`src/sv/sta_pkg.sv`:
```
// ---------------------------------------------------------------------------
// Swizzled texel address package
// Shared widths, register indexes and the geometry struct passed from the
// register block to the position walker.
// ---------------------------------------------------------------------------
package sta_pkg;

   localparam int MAX_SIZE_LOG2_DEFAULT = 9;

   localparam int TEXEL_WIDTH  = 32;
   localparam int INDEX_WIDTH  = 18;
   localparam int LOG2_WIDTH   = 4;
   localparam int ORIGIN_WIDTH = 9;

   // A tile is 4 texels wide (2 X bits) and 8 rows tall (3 Y bits).
   localparam int LIN_X_BITS = 2;
   localparam int LIN_Y_BITS = 3;
   localparam int LIN_BITS   = LIN_X_BITS + LIN_Y_BITS;

   localparam int MIN_WIDTH_LOG2  = LIN_X_BITS;
   localparam int MIN_HEIGHT_LOG2 = LIN_Y_BITS;

   localparam int CSR_INDEX_WIDTH = 2;
   localparam int CSR_DATA_WIDTH  = ORIGIN_WIDTH;

   localparam logic [CSR_INDEX_WIDTH-1:0] CSR_WIDTH_LOG2  = 2'd0;
   localparam logic [CSR_INDEX_WIDTH-1:0] CSR_HEIGHT_LOG2 = 2'd1;
   localparam logic [CSR_INDEX_WIDTH-1:0] CSR_ORIGIN_X    = 2'd2;
   localparam logic [CSR_INDEX_WIDTH-1:0] CSR_ORIGIN_Y    = 2'd3;

   localparam logic [LOG2_WIDTH-1:0] WIDTH_LOG2_RESET  = 4'd9;
   localparam logic [LOG2_WIDTH-1:0] HEIGHT_LOG2_RESET = 4'd9;

   // Texture geometry: number of upper X and Y index bits, and the origin.
   typedef struct packed {
      logic [LOG2_WIDTH-1:0]   x_ext;
      logic [LOG2_WIDTH-1:0]   y_ext;
      logic [ORIGIN_WIDTH-1:0] origin_x;
      logic [ORIGIN_WIDTH-1:0] origin_y;
   } sta_geom_type;

endpackage

```
`src/sv/sta_cfg.sv`:
```
// ---------------------------------------------------------------------------
// Swizzled texel address register block
// Holds the size and origin registers and derives the clamped geometry.
// ---------------------------------------------------------------------------
module sta_cfg import sta_pkg::*; #(
   parameter int MAX_SIZE_LOG2 = MAX_SIZE_LOG2_DEFAULT
) (
   input  logic                       clock,
   input  logic                       reset,
   input  logic                       csr_write_enable,
   input  logic [CSR_INDEX_WIDTH-1:0] csr_index,
   input  logic [CSR_DATA_WIDTH-1:0]  csr_write_data,
   output sta_geom_type               geom
);

   logic [LOG2_WIDTH-1:0]   width_log2_ff, width_log2_in;
   logic [LOG2_WIDTH-1:0]   height_log2_ff, height_log2_in;
   logic [ORIGIN_WIDTH-1:0] origin_x_ff, origin_x_in;
   logic [ORIGIN_WIDTH-1:0] origin_y_ff, origin_y_in;
   logic [LOG2_WIDTH-1:0]   width_clamped;
   logic [LOG2_WIDTH-1:0]   height_clamped;

   localparam logic [LOG2_WIDTH-1:0] MaxLog2   = LOG2_WIDTH'(MAX_SIZE_LOG2);
   localparam logic [LOG2_WIDTH-1:0] MinWidth  = LOG2_WIDTH'(MIN_WIDTH_LOG2);
   localparam logic [LOG2_WIDTH-1:0] MinHeight = LOG2_WIDTH'(MIN_HEIGHT_LOG2);

   always_comb begin
      width_log2_in  = width_log2_ff;
      height_log2_in = height_log2_ff;
      origin_x_in    = origin_x_ff;
      origin_y_in    = origin_y_ff;
      if (csr_write_enable) begin
         case (csr_index)
            CSR_WIDTH_LOG2:  width_log2_in  = csr_write_data[LOG2_WIDTH-1:0];
            CSR_HEIGHT_LOG2: height_log2_in = csr_write_data[LOG2_WIDTH-1:0];
            CSR_ORIGIN_X:    origin_x_in    = csr_write_data;
            CSR_ORIGIN_Y:    origin_y_in    = csr_write_data;
            default: begin
            end
         endcase
      end
   end

   always_ff @(posedge clock) begin
      if (reset) begin
         width_log2_ff  <= WIDTH_LOG2_RESET;
         height_log2_ff <= HEIGHT_LOG2_RESET;
         origin_x_ff    <= '0;
         origin_y_ff    <= '0;
      end else begin
         width_log2_ff  <= width_log2_in;
         height_log2_ff <= height_log2_in;
         origin_x_ff    <= origin_x_in;
         origin_y_ff    <= origin_y_in;
      end
   end

   // Sizes below one tile act as one tile; oversized textures are capped.
   always_comb begin
      if (width_log2_ff < MinWidth) begin
         width_clamped = MinWidth;
      end else if (width_log2_ff > MaxLog2) begin
         width_clamped = MaxLog2;
      end else begin
         width_clamped = width_log2_ff;
      end
      if (height_log2_ff < MinHeight) begin
         height_clamped = MinHeight;
      end else if (height_log2_ff > MaxLog2) begin
         height_clamped = MaxLog2;
      end else begin
         height_clamped = height_log2_ff;
      end
   end

   assign geom.x_ext    = width_clamped - MinWidth;
   assign geom.y_ext    = height_clamped - MinHeight;
   assign geom.origin_x = origin_x_ff;
   assign geom.origin_y = origin_y_ff;

endmodule

```
`src/sv/sta_walk.sv`:
```
// ---------------------------------------------------------------------------
// Swizzled texel address walker
// Keeps the column and row in masked form and forms the swizzled index.
// ---------------------------------------------------------------------------
module sta_walk import sta_pkg::*; #(
   parameter int MAX_SIZE_LOG2 = MAX_SIZE_LOG2_DEFAULT
) (
   input  logic                   clock,
   input  logic                   reset,
   input  sta_geom_type           geom,
   input  logic                   accept,
   input  logic                   first_texel,
   input  logic                   row_end,
   output logic [INDEX_WIDTH-1:0] word_index
);

   localparam int PosWidth = 2 * MAX_SIZE_LOG2;
   localparam logic [PosWidth-1:0] PosOne   = PosWidth'(1);
   localparam logic [PosWidth-1:0] LinXMask = PosWidth'((1 << LIN_X_BITS) - 1);

   logic [PosWidth-1:0]   col_ff, col_in;
   logic [PosWidth-1:0]   row_ff, row_in;
   logic [PosWidth-1:0]   mask_x, mask_y;
   logic [PosWidth-1:0]   start_col, start_row;
   logic [PosWidth-1:0]   col_cur, row_cur;
   logic [LOG2_WIDTH:0]   y_high_shift;

   // Y's upper bits sit above the tile bits and X's upper bits.
   assign y_high_shift = (LOG2_WIDTH + 1)'(LIN_BITS) + (LOG2_WIDTH + 1)'(geom.x_ext);

   assign mask_x = LinXMask | (((PosOne << geom.x_ext) - PosOne) << LIN_BITS);
   assign mask_y = (LinXMask ^ ((PosOne << LIN_BITS) - PosOne))
                 | (((PosOne << geom.y_ext) - PosOne) << y_high_shift);

   // Deposit the origins into the mask bits; origin bits beyond the size drop.
   assign start_col = ((PosWidth'(geom.origin_x >> LIN_X_BITS) << LIN_BITS) & mask_x)
                    | PosWidth'(geom.origin_x[LIN_X_BITS-1:0]);
   assign start_row = ((PosWidth'(geom.origin_y >> LIN_Y_BITS) << y_high_shift) & mask_y)
                    | (PosWidth'(geom.origin_y[LIN_Y_BITS-1:0]) << LIN_X_BITS);

   assign col_cur = first_texel ? start_col : col_ff;
   assign row_cur = first_texel ? start_row : row_ff;

   assign word_index = INDEX_WIDTH'((col_cur & mask_x) | (row_cur & mask_y));

   // Subtracting the mask carries through the gaps between mask bits.
   always_comb begin
      col_in = col_ff;
      row_in = row_ff;
      if (accept) begin
         if (row_end) begin
            col_in = start_col;
            row_in = (row_cur - mask_y) & mask_y;
         end else begin
            col_in = (col_cur - mask_x) & mask_x;
            row_in = row_cur;
         end
      end
   end

   always_ff @(posedge clock) begin
      if (reset) begin
         col_ff <= '0;
         row_ff <= '0;
      end else begin
         col_ff <= col_in;
         row_ff <= row_in;
      end
   end

endmodule

```
`src/sv/swizzled_texel_address_core.sv`:
```
// ---------------------------------------------------------------------------
// Swizzled texel address core
// Pairs each texel of a row-order upload with its word index in a tiled
// layout of 4 texels by 8 rows per tile.
// ---------------------------------------------------------------------------
// One item is accepted every cycle unless the input side stalls, and its result
// appears in the output register in the cycle after; the index is formed by a
// single masked OR and select path between the position registers and that
// output register. The input side stalls only while a held result is itself
// stalled. Size and origin registers take effect on the next item after a write.
module swizzled_texel_address_core import sta_pkg::*; #(
   parameter int MAX_SIZE_LOG2 = MAX_SIZE_LOG2_DEFAULT
) (
   input  logic                       clock,
   input  logic                       reset,
   input  logic                       csr_write_enable,
   input  logic [CSR_INDEX_WIDTH-1:0] csr_index,
   input  logic [CSR_DATA_WIDTH-1:0]  csr_write_data,
   input  logic                       req_valid,
   output logic                       req_stall,
   input  logic [TEXEL_WIDTH-1:0]     req_texel,
   input  logic                       req_first_texel,
   input  logic                       req_row_end,
   output logic                       rsp_valid,
   input  logic                       rsp_stall,
   output logic [INDEX_WIDTH-1:0]     rsp_word_index,
   output logic [TEXEL_WIDTH-1:0]     rsp_texel_out
);

   sta_geom_type           geom;
   logic                   req_accept;
   logic [INDEX_WIDTH-1:0] word_index;
   logic                   rsp_valid_ff, rsp_valid_in;
   logic [INDEX_WIDTH-1:0] rsp_word_index_ff;
   logic [TEXEL_WIDTH-1:0] rsp_texel_out_ff;

   sta_cfg #(
      .MAX_SIZE_LOG2(MAX_SIZE_LOG2)
   ) u_cfg (
      .clock            (clock),
      .reset            (reset),
      .csr_write_enable (csr_write_enable),
      .csr_index        (csr_index),
      .csr_write_data   (csr_write_data),
      .geom             (geom)
   );

   sta_walk #(
      .MAX_SIZE_LOG2(MAX_SIZE_LOG2)
   ) u_walk (
      .clock       (clock),
      .reset       (reset),
      .geom        (geom),
      .accept      (req_accept),
      .first_texel (req_first_texel),
      .row_end     (req_row_end),
      .word_index  (word_index)
   );

   assign req_stall  = rsp_valid_ff & rsp_stall;
   assign req_accept = req_valid & ~req_stall;

   always_comb begin
      rsp_valid_in = rsp_valid_ff & rsp_stall;
      if (req_accept) begin
         rsp_valid_in = 1'b1;
      end
   end

   always_ff @(posedge clock) begin
      if (reset) begin
         rsp_valid_ff <= 1'b0;
      end else begin
         rsp_valid_ff <= rsp_valid_in;
      end
   end

   always_ff @(posedge clock) begin
      if (req_accept) begin
         rsp_word_index_ff <= word_index;
         rsp_texel_out_ff  <= req_texel;
      end
   end

   assign rsp_valid      = rsp_valid_ff;
   assign rsp_word_index = rsp_word_index_ff;
   assign rsp_texel_out  = rsp_texel_out_ff;

   // The input side holds off only behind a stalled result.
   assert property (@(posedge clock) disable iff (reset)
      req_stall |-> (rsp_valid && rsp_stall))
      else $error("input stalled without a stalled result");

   // An accepted item always shows up in the output register next cycle.
   assert property (@(posedge clock) disable iff (reset)
      req_accept |=> (rsp_valid && rsp_texel_out == $past(req_texel)))
      else $error("accepted item missing from output register");

   // A result that is taken with no new item behind it leaves the register empty.
   assert property (@(posedge clock) disable iff (reset)
      (rsp_valid && !rsp_stall && !req_accept) |=> !rsp_valid)
      else $error("delivered result repeated");

endmodule
```
`config.mk`:
```
export PLATFORM = sky130hd
export DESIGN_NAME = swizzled_texel_address_core
export DESIGN_NICKNAME = d
export VERILOG_FILES = /design/src/sv/sta_pkg.sv /design/src/sv/sta_cfg.sv /design/src/sv/sta_walk.sv /design/src/sv/swizzled_texel_address_core.sv
export SDC_FILE = /design/constraint.sdc
export NUM_CORES = 1
export LEC_CHECK = 0
export ABC_CLOCK_PERIOD_IN_PS = 8200
export BUFFER_PORTS_ARGS = -buffer_cell sky130_fd_sc_hd__buf_2
export CORE_ASPECT_RATIO = 0.6
export CORE_MARGIN = 2
export CORE_UTILIZATION = 41
export CTS_CLUSTER_DIAMETER = 30
export DETAILED_ROUTE_END_ITERATION = 16
export MAX_ROUTING_LAYER = met4
export PLACE_DENSITY_LB_ADDON = 0.05
export SLEW_MARGIN = 20
export SYNTH_ARGS = -nofsm -noshare
export SYNTH_HDL_FRONTEND = slang
export SYNTH_SLANG_ARGS = --single-unit
export TNS_END_PERCENT = 20
```
`constraint.sdc`:
```
create_clock -name clock -period 8.2 [get_ports clock]
set_input_delay 0.41 -clock clock [delete_from_list [all_inputs] [get_ports clock]]
set_output_delay 0.41 -clock clock [all_outputs]
set_load 0.02 [all_outputs]
```
Yosys cells after proc, flatten, opt, wreduce, memory -nomap -nowiden
Cells that the tools add are included.
{"block": "totals", "reg_bits": 113, "latch_bits": 0, "ramBits": 0, "rom_bits": 0, "input_bits": 50, "word_cells": 53, "memories": 0}
{"block": "op_classes", "add_sub_neg": 7, "mul": 0, "n_div": 0, "order_cmp": 4, "eq_ne": 3, "n_shift": 4, "n_mux": 9, "bitwise": 12, "n_reduce_logical": 5}
{"operator": "$and 18x18->18", "n": 5}
{"operator": "$mux 18", "n": 4}
{"operator": "$sub 18x18->18", "n": 2}
{"operator": "$and 12x18->18", "n": 1}
{"operator": "$or 18x18->18", "n": 1}
{"operator": "$or 18x2->18", "n": 1}
{"operator": "$or 18x5->18", "n": 1}
{"operator": "$shl 1x4->18 const A", "n": 1}
{"operator": "$shl 18x5->18", "n": 1}
{"operator": "$shl 6x5->18", "n": 1}
{"operator": "$sub 18x1->18 const B", "n": 1}
{"operator": "$mux 4", "n": 4}
{"operator": "$shl 1x4->13 const A", "n": 1}
{"operator": "$sub 13x1->13 const B", "n": 1}
{"operator": "$gt 4x4->1 const B", "n": 2}
{"operator": "$lt 4x2->1 const B", "n": 2}
{"operator": "$reduce_and 2->1", "n": 4}
{"operator": "$sub 4x2->4 const B", "n": 2}
{"operator": "$add 3x4->5 const A", "n": 1}
{"operator": "$eq 2x2->1 const B", "n": 2}
{"operator": "$and 1x1->1", "n": 2}
{"operator": "$eq 2x1->1 const B", "n": 1}
{"operator": "$logic_not 2->1", "n": 1}
{"operator": "$mux 1", "n": 1}
{"operator": "$not 1->1", "n": 1}

Depth between registers and ports, before layout
Gate-level depths: netlist (run 1).
{"block": "logic_depth", "depth_word": 13, "ltp_mapped": 27, "ltp_nobuf": 24}

By module
Synthesis (run 1) repeated with hierarchy kept, for this count alone.
{"block": "unflattened", "cells_unflattened": 967, "area_unflattened_um2": 8490.6}
{"module": "sta_walk", "instances": 1, "cells_each": 792, "area_per_inst_um2": 5719.2, "seq_area_each_um2": 660.6}
{"module": "swizzled_texel_address_core", "instances": 1, "cells_each": 55, "area_per_inst_um2": 1547.7, "seq_area_each_um2": 1521.5}
{"module": "sta_cfg", "instances": 1, "cells_each": 120, "area_per_inst_um2": 1223.7, "seq_area_each_um2": 520.5}

Worst setup path after synthesis (run 1)
No wires, ideal clock.
{"block": "synth_path", "path_type": "register to register", "from": "reg u_cfg.width_log2_ff[3]", "to": "reg u_walk.row_ff[17]", "setup_ns": 0.059, "arrival_ns": 5.343, "setup_slack_ns": 2.798, "path_stages_with_launch": 26, "path_cell_list": "dfxtp_1 -> buf_6 -> a21oi_1 -> inv_1 -> ha_1 -> clkbuf_1 -> inv_1 -> ha_1 -> clkbuf_1 -> clkbuf_1 -> clkbuf_1 -> o21ai_0 -> o21ai_0 -> nand2_1 -> and3_1 -> mux2_2 -> ha_1 -> nor2_1 -> nor2b_1 -> nand3_1 -> nor3_2 -> a21oi_2 -> a21oi_2 -> a31oi_2 -> a2111oi_2 -> a221o_1"}
{"block": "synth_between", "elab_chain_cells": 12, "elab_cells_between_ends": 14}
{"item": "from (decl)", "line": "sta_cfg.sv:16", "text": "logic [LOG2_WIDTH-1:0] width_log2_ff, width_log2_in;"}
{"item": "from (signal assigned)", "line": "sta_cfg.sv:51", "text": "width_log2_ff <= width_log2_in;"}
{"item": "$gt 4x4->1", "line": "sta_cfg.sv:62", "text": "end else if (width_log2_ff > MaxLog2) begin"}
{"item": "$mux 4", "line": "sta_cfg.sv:62"}
{"item": "$mux 4 (*)", "line": "sta_cfg.sv:60", "text": "if (width_log2_ff < MinWidth) begin"}
{"item": "$sub 4x2->4 (*)", "line": "sta_cfg.sv:76", "text": "assign geom.x_ext = width_clamped - MinWidth;"}
{"item": "$add 3x4->5 (*)", "line": "sta_walk.sv:29", "text": "assign y_high_shift = (LOG2_WIDTH + 1)'(LIN_BITS) + (LOG2_WIDTH + 1)'(geom.x_ext);"}
{"item": "$shl 18x5->18 or $shl 6x5->18 (tied branches)", "line": "sta_walk.sv:33, sta_walk.sv:38"}
{"item": "$and 18x18->18", "line": "sta_walk.sv:38", "text": "assign start_row = ((PosWidth'(geom.origin_y >> LIN_Y_BITS) << y_high_shift) & mask_y)"}
{"item": "$or 18x5->18", "line": "sta_walk.sv:39", "text": "| (PosWidth'(geom.origin_y[LIN_Y_BITS-1:0]) << LIN_X_BITS);"}
{"item": "$mux 18", "line": "sta_walk.sv:42", "text": "assign row_cur = first_texel ? start_row : row_ff;"}
{"item": "$sub 18x18->18", "line": "sta_walk.sv:53", "text": "row_in = (row_cur - mask_y) & mask_y;"}
{"item": "$and 18x18->18", "line": "sta_walk.sv:53"}
{"item": "$mux 18 (*)", "line": "sta_walk.sv:51", "text": "if (row_end) begin"}
{"item": "to (signal assigned)", "line": "sta_walk.sv:67", "text": "row_ff <= row_in;"}
{"item": "to (decl)", "line": "sta_walk.sv:22", "text": "logic [PosWidth-1:0] row_ff, row_in;"}
Mark *: on every way between the ends. The rest lies on a longest branch, timed or not.
A chain may end at the register's enable or synchronous reset.

Worst setup path after layout (run 1)
{"block": "layout_path", "from": "reg u_cfg.width_log2_ff[3]", "to": "reg u_walk.row_ff[16]"}
The elaborated chain is that of the path after synthesis.

==> results of run 1 <==
## layout by cell type (no fill, tap or decap), types with 27 or more instances in the layout
master / count
a21oi_1: 71
edfxtp_1: 50
dfxtp_1: 60
nand3_1: 28
inv_1: 60
nand2_1: 104
ha_1: 62
buf_2: 101
o21ai_0: 47
nor3_1: 27
nor2_1: 83
## through the flow
stage | hold WS [ns] | setup WS [ns] | cells
after floorplan | 0.431 | 2.80 | 942
after global placement | 0.441 | 2.02 | 1268
after detailed placement | 0.448 | 1.91 | 1268
after CTS | 0.183 | 1.89 | 1284
after global routing | 0.194 | 1.25 | 1284
final | 0.205 | 1.79 | 1284
## cell usage after synthesis (5+ instances only)
cell / number / area, um^2
nand2_1: 104 / 390
nor2_1: 83 / 312
a21oi_1: 71 / 355
ha_1: 62 / 776
inv_1: 61 / 229
dfxtp_1: 60 / 1200
edfxtp_1: 50 / 1500
o21ai_0: 47 / 235
clkbuf_1: 38 / 143
nand3_1: 28 / 140
nor3_1: 27 / 135
or2_2: 22 / 138
xnor2_1: 22 / 193
mux2i_1: 21 / 210
nor2b_1: 17 / 106
a211oi_1: 11 / 82.6
nand4_1: 11 / 68.8
xor2_1: 11 / 96.3
and3_1: 9 / 56.3
nand2b_1: 9 / 56.3
a31oi_1: 8 / 50.1
o31ai_1: 8 / 60.1
or3_1: 8 / 50.1
a21o_1: 7 / 52.6
buf_2: 7 / 35.0
mux2_2: 6 / 67.6
o2bb2ai_1: 6 / 52.6
a22oi_1: 5 / 37.5
a32o_1: 5 / 50.1
o211ai_1: 5 / 37.5
## state kept, by name, indices dropped and copies added (netlist names)
| register | flops |
|---|---|
| rsp_texel_out | 32 |
| rsp_word_index | 18 |
| u_walk.row_ff | 18 |
| u_walk.col_ff | 15 |
| u_cfg.origin_x_ff | 9 |
| u_cfg.origin_y_ff | 9 |
| u_cfg.height_log2_ff | 4 |
| u_cfg.width_log2_ff | 4 |
| rsp_valid | 1 |
## power by group
group,internal (uW),switching [uW]
clock network,223,205
logic,155,271
registers,607,16.7
## cell type report
| cell class | count | area (um^2) |
|---|---|---|
| repair buffers | 110 | 573 |
| well taps | 266 | 333 |
| clock buffers | 13 | 260 |
| flip-flops and latches | 110 | 2700 |
| clock inverters | 3 | 20.0 |
| inverters | 65 | 244 |
| fillers | 1916 | 10100 |
| multi-input cells | 717 | 4880 |
## path summary, 6_finish.rpt
kind	startpoint	to	slack (ns)
setup / recovery	u_cfg.width_log2_ff[3]	u_walk.row_ff[16]	1.79
hold / removal	req_texel[6]	rsp_texel_out[6]	0.20
setup reg to reg	u_cfg.width_log2_ff[3]	u_walk.row_ff[16]	1.79
hold reg to reg	u_walk.col_ff[7]	u_walk.col_ff[7]	0.46
## per-layer routing
layer  wire length, um  track usage, %
met2              8700            30.4
met5                 0               -
met1             12500            37.1
met4               488            7.46
met3              1770            5.71
## kinds of logic after synthesis
kind of cell / after synthesis / synth area share, %
AO/OA/AOI/OAI: 248 / 21.9
buffers and inverters: 115 / 5.76
flip-flops: 110 / 33.6
XOR/XNOR: 34 / 3.94
multiplexers: 29 / 4.02
adder cells (fa/ha/maj): 64 / 10.2
AND/OR/NAND/NOR: 342 / 20.6
==> results.toml, run 1 <==
[placement]
place_area_um2 = 8730
post-dp-hpwl_um = 17500
globalplace.congestion = 0.931
io_buffers = 101

[critical_path]
path_delay_family = "compound AO/OA/AOI/OAI gates"
reg2regPathDepth = 22
start_kind = "register"
endpoint_kind = "register"
crit_chain = "a21oi_1 -> inv_1 -> ha_1 -> inv_1 -> ha_1 -> clkinv_1 -> mux2_2 -> nand2_1 -> o21ai_0 -> o211ai_1 -> inv_1 -> and3_1 -> mux2_2 -> ha_1 -> nor2_1 -> nor2b_1 -> a21o_1 -> a21o_1 -> a221oi_2 -> o21ai_1 -> a31oi_1 -> o221ai_1"
critPathMaxFanout = 18
worst-path-stages = 22
crit_buf_inv = 4
path_class = "reg2reg"
worst_ep_required_time_ns = 8.44
worstPathArrival_ns = 6.65
slowest_delay_ns = 0.69
slowest_stage = "ha_1"

[route]
wirelength_um = 23500
initialDrtViolationCount = 695
final_antenna_net_count = 0
drc = 0
via_count = 7085
viasPerCell = 5.52
drt_first_pass_iters = 5
routedWlPerCell_um = 18.3

[synthesis]
synth-edff-count = 50
synth_cell_types = 90
synthCells = 942
async_flop_share_pct = 0
synth_area_um2 = 8040
syn-mean-instance-area_um2 = 8.53
synth_ff_type = "dfxtp_1"
yosys_warnings = 0
ys_seq_area_share_pct = 33.6
synthesis.nets = 1056
yosys_register_bits = 110

[global_route]
grt_pass1_wl_um = 37000
grt_pass1_vias = 6460
grt_usage_pct = 24.2
overflow = 0
grt_max_degree = 80
antenna_found_initial = 0

[cts]
cts.clk_slew.worst_paths_ns = 0.08
tritoncts = "built"
clockBufferDepth = 2
cts_root_buffer = "clkbuf_16"
cts_htree_levels = 3
cts_buffers = 9
insertion_delay_ns = 0.37
cts_setup_buffers = 0
cts_sinks = 110
cts_hold_buf = 0
post_cts_resize_count = 0

[sta]
setup_viol = 0
maxSlewHeadroom_pct = 37.8
period_share_pct = 78.2
fmax_mhz = 156
tightest_slew_ns = 0.933
min_period_ns = 6.41
hold_viol = 0
setup_tns_ns = 0
rsz0062_at_grt = "no"
maxSlewViolCount = 0
fin_skew_ns = 0.0138

[power_and_ir_drop]
finalPower_uw = 1480
power_density_nw_per_um2 = 164
ir_drop_mv = 0.109
cellLeakagePower_uw = 0.00379

[run]
cap_violations = 0

[floorplan]
num_rows = 39
start_util_pct = 42.0
die-area_um2 = 20800
core_area_um2 = 19100
die_height_um = 112
ios = 102
fp.dieW_um = 185

[finish]
final_cell_area_um2 = 9010
n_antenna_cell = 0
fin_nets = 1127
final_util_pct = 47.1
drive_above_1_share_pct = 18.4
area_delta_synth_final_pct = 12.1

[hold_path]
hp-class = "in2reg"
worstHoldPathCells = 1

[outcome]
outcome = "completed"
Power figures use the tool's default switching activity.
==> run 2, diff against run 1 <==
- ABC_CLOCK_PERIOD_IN_PS: 8200 -> 6450
- clock period: 8.2 -> 6.45 ns (I/O delays scaled with it)
==> results.toml, run 2 (synthesis results as in run 1) <==
[power_and_ir_drop]
p_switching_uw = 633
power_density_nw_per_um2 = 211
p_sw_share_pct = 33.1
cellLeakagePower_uw = 0.00383
intPower_uw = 1280
p_comb_share_pct = 28.5
ir_drop_mv = 0.143
power.share.clock_pct = 30.0
seqPwrFrac_pct = 41.5

[critical_path]
start_kind = "register"
slowest_delay_ns = 0.76
path_class = "reg2reg"
crit_chain = "or2_1 -> nand2_4 -> inv_2 -> ha_1 -> ha_1 -> clkinv_1 -> mux2_2 -> nand2_1 -> o21ai_0 -> o211ai_1 -> inv_1 -> and3_1 -> mux2_2 -> ha_1 -> nor2_1 -> nor2b_1 -> nand3_1 -> nor3_2 -> a21oi_2 -> a21oi_2 -> a31oi_2 -> a2111oi_2 -> a221o_1"
worstPathArrival_ns = 6.12
endpoint_kind = "register"
critPathMaxFanout = 14
worst_ep_required_time_ns = 6.76
critPathMostFrequentCell = "ha_1"
slowest_stage = "dfxtp_1"

[global_route]
grt_pass1_vias = 6506
grt_usage_pct = 24.6
grt_pass1_wl_um = 37900
grt_max_degree = 53
antenna_found_initial = 0
overflow = 0

[sta]
setup_slack_ns = 0.642
maxSlewHeadroom_pct = 33.1
maxSlewViolCount = 0
rsz0062_at_grt = "no"
min_period_ns = 5.81
setup_viol = 0
setup_tns_ns = 0
fmax_mhz = 172
period_share_pct = 90.0
hold_viol = 0
tightest_slew_ns = 0.993
fin_skew_ns = 0.0161

[route]
wirelength_um = 24100
drt_first_pass_iters = 6
via_count = 7155
initialDrtViolationCount = 697
viasPerCell = 5.55
final_antenna_net_count = 0
routedWlPerCell_um = 18.7
drc = 0

[cts]
cts_root_buffer = "clkbuf_16"
clockBufferDepth = 2
cts_hold_buf = 0
insertion_delay_ns = 0.37
cts_buffers = 9
tritoncts = "built"
cts_htree_levels = 3
cts.clk_slew.worst_paths_ns = 0.07
cts_setup_buffers = 0
post_cts_resize_count = 0
cts_sinks = 110

[floorplan]
core_area_um2 = 19100
fp.dieW_um = 185
die_height_um = 112
start_util_pct = 42.0
die-area_um2 = 20800
num_rows = 39
ios = 102

[hold_path]
hp-class = "in2reg"

[finish]
fin_nets = 1132
largest_register_ffs = 32
area_delta_synth_final_pct = 12.9
final_cell_area_um2 = 9070
drive_above_1_share_pct = 18.9
final_common_cell = "nand2_1"
final_util_pct = 47.4
layout_common_cells = "104 x nand2_1, 101 x buf_2, 83 x nor2_1, 71 x a21oi_1, 62 x ha_1"

[placement]
post-dp-hpwl_um = 18100
io_buffers = 101
globalplace.congestion = 0.911
pre_cts_slack_ns = 0.739
place_area_um2 = 8770

[run]
cap_violations = 0

[outcome]
outcome = "completed"
## run 2: changes by cell type in the layout (fill, tap and decap cells not counted), sizes merged
cell      previous run  this run
buf                110       115
clkbuf              13        14
clkinvlp             1         0
diode                0         1
## run 2: worst max-delay path: cells and delay by family, from the launching register on
kind,cells,cell delay (ns)
flops,1,0.76
fa+ha+maj,3,0.97
compound gates,7,1.27
mux,2,0.69
buf+inv,3,0.57
simple gates,8,1.48
## run 2: per-stage QoR
step                      hold slack [ns]  cells  power [uW]
final                               0.127   1290        1910
after global routing                0.108   1289        2020
after CTS                           0.111   1289        1920
after detailed placement            0.449   1273        1340
after global placement              0.442   1273        1340
after floorplan                     0.421    942        1200
## run 2: path summary, 6_finish.rpt
path         slack [ns]                   start  depth (start not counted)           endpoint
max                0.64  u_cfg.width_log2_ff[3]                         23  u_walk.row_ff[17]
min                0.13           req_texel[20]                          1  rsp_texel_out[20]
max reg2reg        0.64  u_cfg.width_log2_ff[3]                         23  u_walk.row_ff[17]
min reg2reg        0.46        u_walk.col_ff[7]                          2   u_walk.col_ff[7]
## run 2: power by group through the flow
stage          Clock (uW)  Combinational (uW)  Sequential (uW)
3_5_place_dp            0                 536              808
2_1_floorplan           0                 369              829
4_1_cts               591                 539              793
3_3_place_gp            0                 536              808
5_1_grt               619                 602              797
6_report              573                 544              793
## run 2: routing by layer
metal	track usage [%]	share of wire (%)	vias up
met5	-	0	-
met4	5.13	1.1	0
met3	5.97	7.6	18
met2	31.3	39	222
met1	38.3	53	3384
li1	-	-	3531
## run 2: final cells by class
class | instances | area [um^2]
Clock buffer | 14 | 285
Sequential cell | 110 | 2700
Tap cell | 266 | 333
Multi-Input combinational cell | 717 | 4880
Clock inverter | 2 | 13.8
Antenna cell | 1 | 2.50
Inverter | 65 | 244
Fill cell | 1942 | 10100
Timing Repair Buffer | 115 | 611
